**config.mk**
```make
export PLATFORM = sky130hd
export DESIGN_NAME = stuffed_frame_deframer
export DESIGN_NICKNAME = d
export VERILOG_FILES = /design/src/sfd_pkg.sv /design/src/sfd_decode.sv /design/src/sfd_rq.sv /design/src/stuffed_frame_deframer.sv
export VERILOG_INCLUDE_DIRS = /design/src /design/src/src
export SDC_FILE = /design/constraint.sdc
export NUM_CORES = 1
export LEC_CHECK = 0
export BUFFER_PORTS_ARGS = -buffer_cell sky130_fd_sc_hd__buf_4
export CAP_MARGIN = 20
export CORE_AREA = 5 5 150 152
export CTS_BUF_LIST = sky130_fd_sc_hd__clkbuf_4
export CTS_CLUSTER_SIZE = 8
export DETAILED_ROUTE_END_ITERATION = 8
export DIE_AREA = 0 0 155 157
export GPL_ROUTABILITY_DRIVEN = 1
export PLACE_DENSITY_LB_ADDON = 0.1
export SYNTH_ARGS = -nofsm -noshare
export SYNTH_HDL_FRONTEND = slang
export SYNTH_SLANG_ARGS = --single-unit
```
**constraint.sdc**
```tcl
create_clock -name clk -period 9.5 [get_ports clk]
set_input_delay 1.425 -clock clk [delete_from_list [all_inputs] [get_ports clk]]
set_output_delay 1.425 -clock clk [all_outputs]
set_load 0.02 [all_outputs]
```
**src/assert_macros.svh**
```systemverilog
`ifndef ASSERT_MACROS_SVH
`define ASSERT_MACROS_SVH

// Check that a property holds at every clock edge outside reset.
`define SFD_ASSERT(lbl, prop, msg) \
	lbl: assert property (@(posedge clk) disable iff (!arst_n) prop) \
		else $error(msg);

// Check that a condition never holds at a clock edge outside reset.
`define SFD_ASSERT_NEVER(lbl, expr, msg) \
	lbl: assert property (@(posedge clk) disable iff (!arst_n) !(expr)) \
		else $error(msg);

`endif

```
**src/sfd_pkg.sv**
```systemverilog
`timescale 1ns / 1ps

package sfd_pkg;

	// Framing bytes
	localparam logic [7:0] ESC_BYTE   = 8'h77;
	localparam logic [7:0] START_BYTE = 8'h78;
	localparam logic [7:0] END_BYTE   = 8'h79;

	// Escape codes following ESC_BYTE
	localparam logic [7:0] ESC_CODE_ESC   = 8'h01;
	localparam logic [7:0] ESC_CODE_START = 8'h02;
	localparam logic [7:0] ESC_CODE_END   = 8'h03;

	localparam logic [7:0] MAX_LEN_RESET = 8'd100;

	// Result queue depth: one entry draining plus two pushed by one item
	localparam int RQ_DEPTH = 3;

	typedef enum logic [2:0] {
		KIND_DATA  = 3'd0,
		KIND_GOOD  = 3'd1,
		KIND_BAD   = 3'd2,
		KIND_OVF   = 3'd3,
		KIND_EMPTY = 3'd4
	} kind_t;

	typedef struct packed {
		kind_t      kind;
		logic [7:0] data;
		logic [7:0] idx;
		logic       last;
	} res_t;

	typedef struct packed {
		logic       in_frame;
		logic       esc_pend;
		logic [7:0] run_xor;
		logic [7:0] dec_cnt;
	} sfd_state_t;

endpackage

```
**src/sfd_decode.sv**
```systemverilog
`timescale 1ns / 1ps

module sfd_decode
	import sfd_pkg::*;
(
	input  sfd_state_t st,
	input  logic [7:0] in_byte,
	input  logic [7:0] max_len,
	output sfd_state_t st_n,
	output res_t       res0,
	output res_t       res1,
	output logic [1:0] n_res
);

	always_comb begin : decode_blk
		logic       f;
		logic       e;
		logic [7:0] x;
		logic [7:0] c;
		logic [7:0] d;
		logic       good_esc;
		logic       run_plain;
		logic       va;
		logic       vb;
		res_t       r_a;
		res_t       r_b;

		f         = st.in_frame;
		e         = st.esc_pend;
		x         = st.run_xor;
		c         = st.dec_cnt;
		r_a       = '0;
		r_b       = '0;
		va        = 1'b0;
		vb        = 1'b0;
		run_plain = 1'b1;
		good_esc  = (in_byte == ESC_CODE_ESC) || (in_byte == ESC_CODE_START) ||
			(in_byte == ESC_CODE_END);
		d         = ESC_BYTE;

		// Resolve a pending escape: valid code decodes, anything else gives a literal escape
		if (f && e) begin
			e = 1'b0;
			if (good_esc) begin
				d = ESC_BYTE + (in_byte - 8'd1);
			end
			va = 1'b1;
			if (c >= max_len) begin
				r_a.kind = KIND_OVF;
				r_a.idx  = c;
				f        = 1'b0;
			end else begin
				r_a.kind = KIND_DATA;
				r_a.data = d;
				r_a.idx  = c;
				x        = x ^ d;
				c        = c + 8'd1;
			end
			run_plain = !good_esc;
		end else begin
			e = 1'b0;
		end

		// Handle the byte as a plain byte
		if (run_plain) begin
			if (!f) begin
				if (in_byte == START_BYTE) begin
					f = 1'b1;
					e = 1'b0;
					x = '0;
					c = '0;
				end
			end else if (in_byte == ESC_BYTE) begin
				e = 1'b1;
			end else if (in_byte == END_BYTE) begin
				vb = 1'b1;
				if (c == 8'd0) begin
					r_b.kind = KIND_EMPTY;
				end else if (x == 8'd0) begin
					r_b.kind = KIND_GOOD;
				end else begin
					r_b.kind = KIND_BAD;
				end
				r_b.idx = c;
				f       = 1'b0;
				e       = 1'b0;
			end else begin
				vb = 1'b1;
				if (c >= max_len) begin
					r_b.kind = KIND_OVF;
					r_b.idx  = c;
					f        = 1'b0;
					e        = 1'b0;
				end else begin
					r_b.kind = KIND_DATA;
					r_b.data = in_byte;
					r_b.idx  = c;
					x        = x ^ in_byte;
					c        = c + 8'd1;
				end
			end
		end

		// Compact the results and mark the final one
		if (va) begin
			res0  = r_a;
			res1  = r_b;
			n_res = vb ? 2'd2 : 2'd1;
			if (vb) begin
				res1.last = 1'b1;
			end else begin
				res0.last = 1'b1;
			end
		end else begin
			res0      = r_b;
			res1      = '0;
			n_res     = vb ? 2'd1 : 2'd0;
			res0.last = 1'b1;
		end

		st_n.in_frame = f;
		st_n.esc_pend = e;
		st_n.run_xor  = x;
		st_n.dec_cnt  = c;
	end

endmodule

```
**src/sfd_rq.sv**
```systemverilog
`timescale 1ns / 1ps

module sfd_rq
	import sfd_pkg::*;
(
	input  logic       clk,
	input  logic       arst_n,
	input  logic       push,
	input  logic [1:0] push_n,
	input  res_t       din0,
	input  res_t       din1,
	input  logic       pop,
	output res_t       head,
	output logic       not_empty,
	output logic       room
);

	res_t       ent_q [RQ_DEPTH];
	res_t       ent_n [RQ_DEPTH];
	logic [1:0] count_q;
	logic [1:0] count_n;
	logic [1:0] cnt_pop;

	assign head      = ent_q[0];
	assign not_empty = (count_q != 2'd0);
	assign room      = (count_q <= 2'd1);

	// Shift out the head on pop, then append new results behind the survivors
	always_comb begin
		for (int i = 0; i < RQ_DEPTH; i++) begin
			ent_n[i] = ent_q[i];
		end
		cnt_pop = count_q;
		if (pop) begin
			for (int i = 0; i < RQ_DEPTH - 1; i++) begin
				ent_n[i] = ent_q[i + 1];
			end
			cnt_pop = count_q - 2'd1;
		end
		count_n = cnt_pop;
		if (push) begin
			if (push_n != 2'd0) begin
				ent_n[cnt_pop] = din0;
			end
			if (push_n == 2'd2) begin
				ent_n[cnt_pop + 2'd1] = din1;
			end
			count_n = cnt_pop + push_n;
		end
	end

	// Hold result payloads
	always_ff @(posedge clk) begin
		for (int i = 0; i < RQ_DEPTH; i++) begin
			ent_q[i] <= ent_n[i];
		end
	end

	// Track fill level
	always_ff @(posedge clk or negedge arst_n) begin
		if (!arst_n) begin
			count_q <= '0;
		end else begin
			count_q <= count_n;
		end
	end

endmodule

```
**src/stuffed_frame_deframer.sv**
```systemverilog
`timescale 1ns / 1ps
// A result is decoded combinationally and registered in the result queue before it
// is output. Throughput: one input item per cycle while the queue has room; an item
// that yields two results (escape error followed by data, end or overflow) fills
// two of the three queue entries; the queue pops one result per cycle if not stalled.
// Reset (arst_n low, asynchronous): hunting for start, queue empty, max_len_q = 100.
`include "assert_macros.svh"

module stuffed_frame_deframer
	import sfd_pkg::*;
(
	input  logic       clk,
	input  logic       arst_n,
	input  logic       in_valid,
	output logic       in_stall,
	input  logic [7:0] in_byte,
	output logic       out_valid,
	input  logic       out_stall,
	output logic [2:0] kind,
	output logic [7:0] data_byte,
	output logic [7:0] byte_index,
	output logic       last_of_run,
	input  logic       cfg_valid,
	output logic       cfg_ready,
	input  logic [7:0] cfg_data
);

	sfd_state_t st_q;
	sfd_state_t st_n;
	logic [7:0] max_len_q;
	res_t       res0;
	res_t       res1;
	logic [1:0] n_res;
	res_t       head;
	logic       room;
	logic       in_acc;
	logic       pop;

	assign cfg_ready = 1'b1;
	assign in_stall  = !room;
	assign in_acc    = in_valid && !in_stall;
	assign pop       = out_valid && !out_stall;

	// Hold the frame length limit
	always_ff @(posedge clk or negedge arst_n) begin
		if (!arst_n) begin
			max_len_q <= MAX_LEN_RESET;
		end else if (cfg_valid && cfg_ready) begin
			max_len_q <= cfg_data;
		end
	end

	// Decode one byte against the current frame state
	sfd_decode u_decode (
		.st      (st_q),
		.in_byte (in_byte),
		.max_len (max_len_q),
		.st_n    (st_n),
		.res0    (res0),
		.res1    (res1),
		.n_res   (n_res)
	);

	// Advance frame state on each accepted item
	always_ff @(posedge clk or negedge arst_n) begin
		if (!arst_n) begin
			st_q <= '0;
		end else if (in_acc) begin
			st_q <= st_n;
		end
	end

	// Queue results toward the output
	sfd_rq u_rq (
		.clk       (clk),
		.arst_n    (arst_n),
		.push      (in_acc),
		.push_n    (n_res),
		.din0      (res0),
		.din1      (res1),
		.pop       (pop),
		.head      (head),
		.not_empty (out_valid),
		.room      (room)
	);

	assign kind        = head.kind;
	assign data_byte   = head.data;
	assign byte_index  = head.idx;
	assign last_of_run = head.last;

	`SFD_ASSERT(a_esc_in_frame, st_q.esc_pend |-> st_q.in_frame, "escape pending outside a frame")
	`SFD_ASSERT(a_state_hold, !in_acc |=> $stable(st_q), "frame state moved without an item")
	`SFD_ASSERT_NEVER(a_status_data, out_valid && (head.kind != KIND_DATA) && (head.data != 8'd0), "status result carries data")
	`SFD_ASSERT(a_hunt_quiet, (in_acc && !st_q.in_frame) |-> (n_res == 2'd0), "result while hunting")

endmodule
```
* After elaboration in Yosys (flattened, before gate mapping)
Memories as Yosys holds them, arrays and structs flattened.
Index checks and enable logic that the tools add are counted.
** Cells by class
- Divide/modulo/power cells :: 0
- Bitwise logic cells :: 4
- Multiply operators :: 0
- Equality and inequality tests :: 7
- Shifts and indexed selects :: 0
- Multiplexer cells :: 66
- Reduce and logical (&&, ||, !) cells :: 14
- $lt $le $gt $ge :: 7
- Add/subtract/negate cells :: 7
** Operators by type and width (count)
- two-way mux 60 bit :: 4
- two-way mux 8 bit :: 21
- bitwise mux 60 bit :: 2
- demux 20 bit (select 2 bit) :: 2
- two-way mux 20 bit :: 4
- two-way mux 19 bit :: 4
- two-way mux 40 bit :: 1
- == test 8 x 7 -> 1 bit (second input constant) :: 3
- two-way mux 1 bit :: 19
- adder 8 x 1 -> 8 bit (second input constant) :: 2
- == test 8 x 2 -> 1 bit (second input constant) :: 2
- >= comparator 8 bit :: 2
- logical NOT 8 bit :: 2
- XOR 8 bit :: 2
- two-way mux 2 bit :: 7
- adder 7 x 8 -> 8 bit (first input constant) :: 1
- == test 8 x 1 -> 1 bit (second input constant) :: 1
- subtractor 8 x 1 -> 8 bit (second input constant) :: 1
- >= comparator 3 bit (second input constant) :: 2
- less-than comparator 3 x 1 -> 1 bit (second input constant) :: 2
- two-way mux 3 bit :: 2
- NOT 2 -> 3 bit :: 2
- logical AND 1 bit :: 5
- nonzero test 2 bit :: 2
- other kinds (7) :: 10
** Storage, ports and cells
- Register bits after elaboration :: 28
- Output and inout port bits :: 23
- RAM bits :: 60
- Bits in latches :: 0
- Memories :: 1
- Input bits :: 21
- Bits in read-only memories :: 0
- Word-level logic and storage cells :: 112
** Memory list
- u_rq.ent_q :: depth 3, width 20, rd ports 3, clocked after Yosys merged registers in 0, wr ports 3, line sfd_rq.sv:18 : res_t ent_q [RQ_DEPTH];

* Longest topological paths before layout
- Word-level depth :: 22
- Mapped depth :: 19
- Depth with buffers taken out :: 17

* Hierarchy
Synthesis repeated with hierarchy kept, for this count alone.
** Second synthesis, totals
- Cell total of the unflattened synthesis :: 671
- Area, all modules :: 6173.4 µm²
** Modules (own cells, without submodules)
- sfd_rq :: instances 1, area an instance 3319.4 µm², cells an instance 325, sequential area each 1451.4 µm²
- sfd_decode :: instances 1, area an instance 1816.7 µm², cells an instance 286, sequential area each 0.0 µm²
- stuffed_frame_deframer :: instances 1, area an instance 1037.2 µm², cells an instance 60, sequential area each 654.4 µm²

* Worst setup path before layout
Ideal clock, no wire load.
- Path kind :: reg-to-reg
- Start point :: register max_len_q[2]
- End point :: register st_q[9] (netlist bit)
- Cell stages (with the launch flop) :: 19
- Data required time :: 9.374 ns
- Clock period less this slack :: 4.249 ns
- Data arrival time :: 4.123 ns
- Setup time :: 0.126 ns
- Setup slack :: 5.251 ns
- Path buffers :: 2
- Path through :: dfstp_2 inv_1 ha_1 a211oi_1 o21ai_0 and2_1 nor2_1 clkbuf_1 buf_1 xnor2_1 ha_1 nor3b_1 o21ai_0 o211ai_1 nand2_4 a211oi_4 o21a_2 o21ai_0 a311o_1
** On the way
- Cells in the longest elaborated chain, start to end :: 9
- Elaborated cells between the ends (all ways) :: 15
- Classes of those cells :: order compare (2); mux (12); bitwise (1)
** RTL lines
- start, declared :: line stuffed_frame_deframer.sv:30 : logic [7:0] max_len_q;
- start signal, assigned :: line stuffed_frame_deframer.sv:49 : max_len_q <= cfg_data;
- >= comparator 8 bit :: line sfd_decode.sv:48 : if (c >= max_len) begin
- two-way mux 8 bit :: line sfd_decode.sv:48
- two-way mux 8 bit :: line sfd_decode.sv:42 : if (f && e) begin
- >= comparator 8 bit / XOR 8 bit (equally long branches) :: line sfd_decode.sv:89, sfd_decode.sv:98
- two-way mux 8 bit :: line sfd_decode.sv:89 : if (c >= max_len) begin
- two-way mux 8 bit :: line sfd_decode.sv:75 : end else if (in_byte == END_BYTE) begin
- two-way mux 8 bit :: line sfd_decode.sv:73 : end else if (in_byte == ESC_BYTE) begin
- two-way mux 8 bit :: line sfd_decode.sv:66 : if (!f) begin
- two-way mux 8 bit * :: line sfd_decode.sv:65 : if (run_plain) begin
- end signal, assigned :: line stuffed_frame_deframer.sv:69 : st_q <= st_n;
- end, declared :: line stuffed_frame_deframer.sv:28 : sfd_state_t st_q;
Mark *: on every way between the ends. The rest lies on a longest branch, timed or not.
A chain may end at the register's enable or synchronous reset.

==> metrics <==
fraction of synthesized cell area taken by the top area cell type=0.129; gr usage total=0.175; endpoints failing setup=0; setup TNS=0 ns; Synth Area in Compound Gates=0.256; number of flops mapped to enable cells by yosys=20; CTS max path bufs=2; post-DP HPWL=15200 um; worst slew pin tran=1.12 ns; cell count after synthesis=777; first-pass GRT wire length=33300 um; Syn. warnings=0; Achievable Freq=0.191 GHz; critical path type=register to register; # port buffers=42; post-synth top area cell=dfxtp_1; Clock Latency Late Sink=0.51 ns; Seq/Total Area, Yosys=0.340; # H-tree levels=3; Worst VDD drop=0.0756 mV; most common library cells after synthesis=nand2_1 (121), nor2_1 (64), o21ai_0 (63), a21oi_1 (51), clkbuf_1 (42); drt pass-1 iters=5; synthesized flop and latch total=88; via density per instance=5.62; arrival time at the worst endpoint=5.68 ns; clk root buf=clkbuf_4; Worst Slack Setup Final=4.26 ns; pre-CTS WS=4.17 ns; Setup Buffers After CTS=0; Area contributors post-synth=dfxtp_1 (13%), dfrtp_1 (10%), edfxtp_1 (9.7%); Detail Route Antenna Nets=0; Rows=53; Worst-path clk slew=0.19 ns; CP max stage cell=nor3_2; Avg Cell Area, Syn=7.98 um^2; Crit Path Max Fanout=14; Slew HR=0.247; mux contribution to synthesized area=0.0377; Wirelength per Cell=20.4 um; RSZ-0062 raised after global routing=false; clock period minus worst slack=5.24 ns; leakage power=2.58 nW; Critical Path RT=9.94 ns; Post-Synth Adder-Cell Area=0.0525; most instantiated library cell after synthesis=nand2_1; skew final=0.0292 ns; Final Hold Vio Count=0; Initial Util=0.297; initial drt markers=585; CP Launch Type=register; Die Area=24300 um^2; PostCTS Resize Cnt=0; Die W=155 um; CP most frequent cell=o21ai_0; share of cells above drive strength 1=0.121; # DRC=0; Min-Delay Path Class=register to register; largest family of logic cells by synthesized area=compound AO/OA/AOI/OAI gates; CP Capture Type=register; run status=finished clean; crit-path max cell delay=0.87 ns; initial antenna violation count=1; ys async rst share=0.318; Most used DFF post-synth=dfxtp_1; gr ovfl total=0; Synth Area in Simple Gates=0.216; net count after synthesis=824; CTS tree=done; Critical path buffers and inverters=1; max_cap viols=0; pin count of the biggest net entering global routing=58; Area Growth Syn to Fin=8.72%; top-level I/O count=44; Vias=5911; net count reported at finish=816; cell family with most CP delay=compound AO/OA/AOI/OAI gates; number of buffers created by CTS=9; Final Max Tran Viols=0; post-synthesis xor/xnor area fraction=0.0240; Fin Hold WS=0.500 ns; vias in the first global route=5636; Netlist cell types=76; cts hold-fix bufs=0; PwrDens=222 nW/um^2; Placer Congestion=0.891; core area=20900 um^2; DIE HEIGHT=157 um; final period utilization=0.551; crit path cell chain=ha_1 -> a211oi_1 -> o21ai_0 -> a21oi_1 -> nand2_1 -> a21boi_0 -> inv_1 -> ha_1 -> o21ai_0 -> o21ai_0 -> o211ai_1 -> nand2_4 -> nor3_2 -> nand2b_1 -> a21oi_1 -> a311oi_1; WL final=21500 um; CTS sink cnt=88; synthesized area=6200 um^2
==> flip-flops by register name (all words and copies together), names as in the netlist <==
signal / count
st_q: 18
u_rq.ent_q: 60
max_len_q: 8
u_rq.count_q: 2
==> report_power, final <==
part / total (W) / switching [W] / internal (W)
logic: 0.000635 / 0.000377 / 0.000259
registers: 0.000615 / 0.0000915 / 0.000523
clock network: 0.000246 / 0.000163 / 0.0000830
total: 0.00150 / 0.000631 / 0.000865
==> cell usage in the layout (no fill, tap or decap), types with 11 or more instances in the layout <==
cell      instances
a31oi_1          11
buf_4            53
inv_1            21
dfxtp_1          40
a21oi_1          51
mux2i_1          20
edfxtp_1         20
o21ai_0          63
nor3_1           17
nand2_1         121
nor2_1           63
o22ai_1          11
nand3_1          25
dfrtp_1          25
a32oi_1          14
ha_1             26
==> worst min-delay path: cells and delay by family (launching register included) <==
family             cells  cell delay (ns)
and+or+nand+nor        1             0.05
DFF                    1             0.35
AOI/OAI and AO/OA      1             0.08
==> cell type report <==
cell class,instances,area (um^2)
antenna,2,5.00
clock buffer,9,67.6
sequential,88,2110
clock inverter,7,78.8
timing repair buffer,54,403
multi-input combinational,592,3650
inverter,24,90.1
tap,275,344
fill,2255,14100
==> routing by layer <==
| layer | vias up | GRT usage | part of all wire |
|---|---|---|---|
| li1 | 2813 | - | - |
| met1 | 2884 | 0.246 | 0.47 |
| met2 | 190 | 0.277 | 0.45 |
| met3 | 24 | 0.0239 | 0.056 |
| met4 | 0 | 0.0547 | 0.019 |
| met5 | - | 0 | 0 |
==> worst paths after layout <==
| path | startpoint | endpoint | slack [ns] | depth (start not counted) |
|---|---|---|---|---|
| min reg2reg | u_rq.ent_q[0][33] | u_rq.ent_q[0][33] | 0.50 | 2 |
| min | u_rq.ent_q[0][33] | u_rq.ent_q[0][33] | 0.50 | 2 |
| max reg2reg | st_q[2] | u_rq.ent_q[0][34] | 4.26 | 16 |
| min in group asynchronous | arst_n | max_len_q[3] | 0.84 | 1 |
| max in group asynchronous | arst_n | st_q[9] | 8.32 | 1 |
| max | st_q[2] | u_rq.ent_q[0][34] | 4.26 | 16 |
==> per-stage QoR <==
step | util | std cells | cell area [um^2] | power (W)
floorplan | - | 777 | 6200 | 0.00110
global placement | 0.315 | 1030 | 6570 | 0.00125
detailed placement | 0.315 | 1031 | 6580 | 0.00126
CTS | 0.322 | 1047 | 6720 | 0.00151
global route | 0.323 | 1051 | 6740 | 0.00160
finish | 0.323 | 1051 | 6740 | 0.00150
==> cell families (layout without fill, tap and decap cells) <==
family,after synthesis,after routing
compound gates,236,236
xor+xnor,17,17
fa+ha+maj,26,26
buf+inv,97,94
flops,88,88
mux,23,23
other cells,1,3
simple gates,289,289
(Power assumes the default switching activity.)
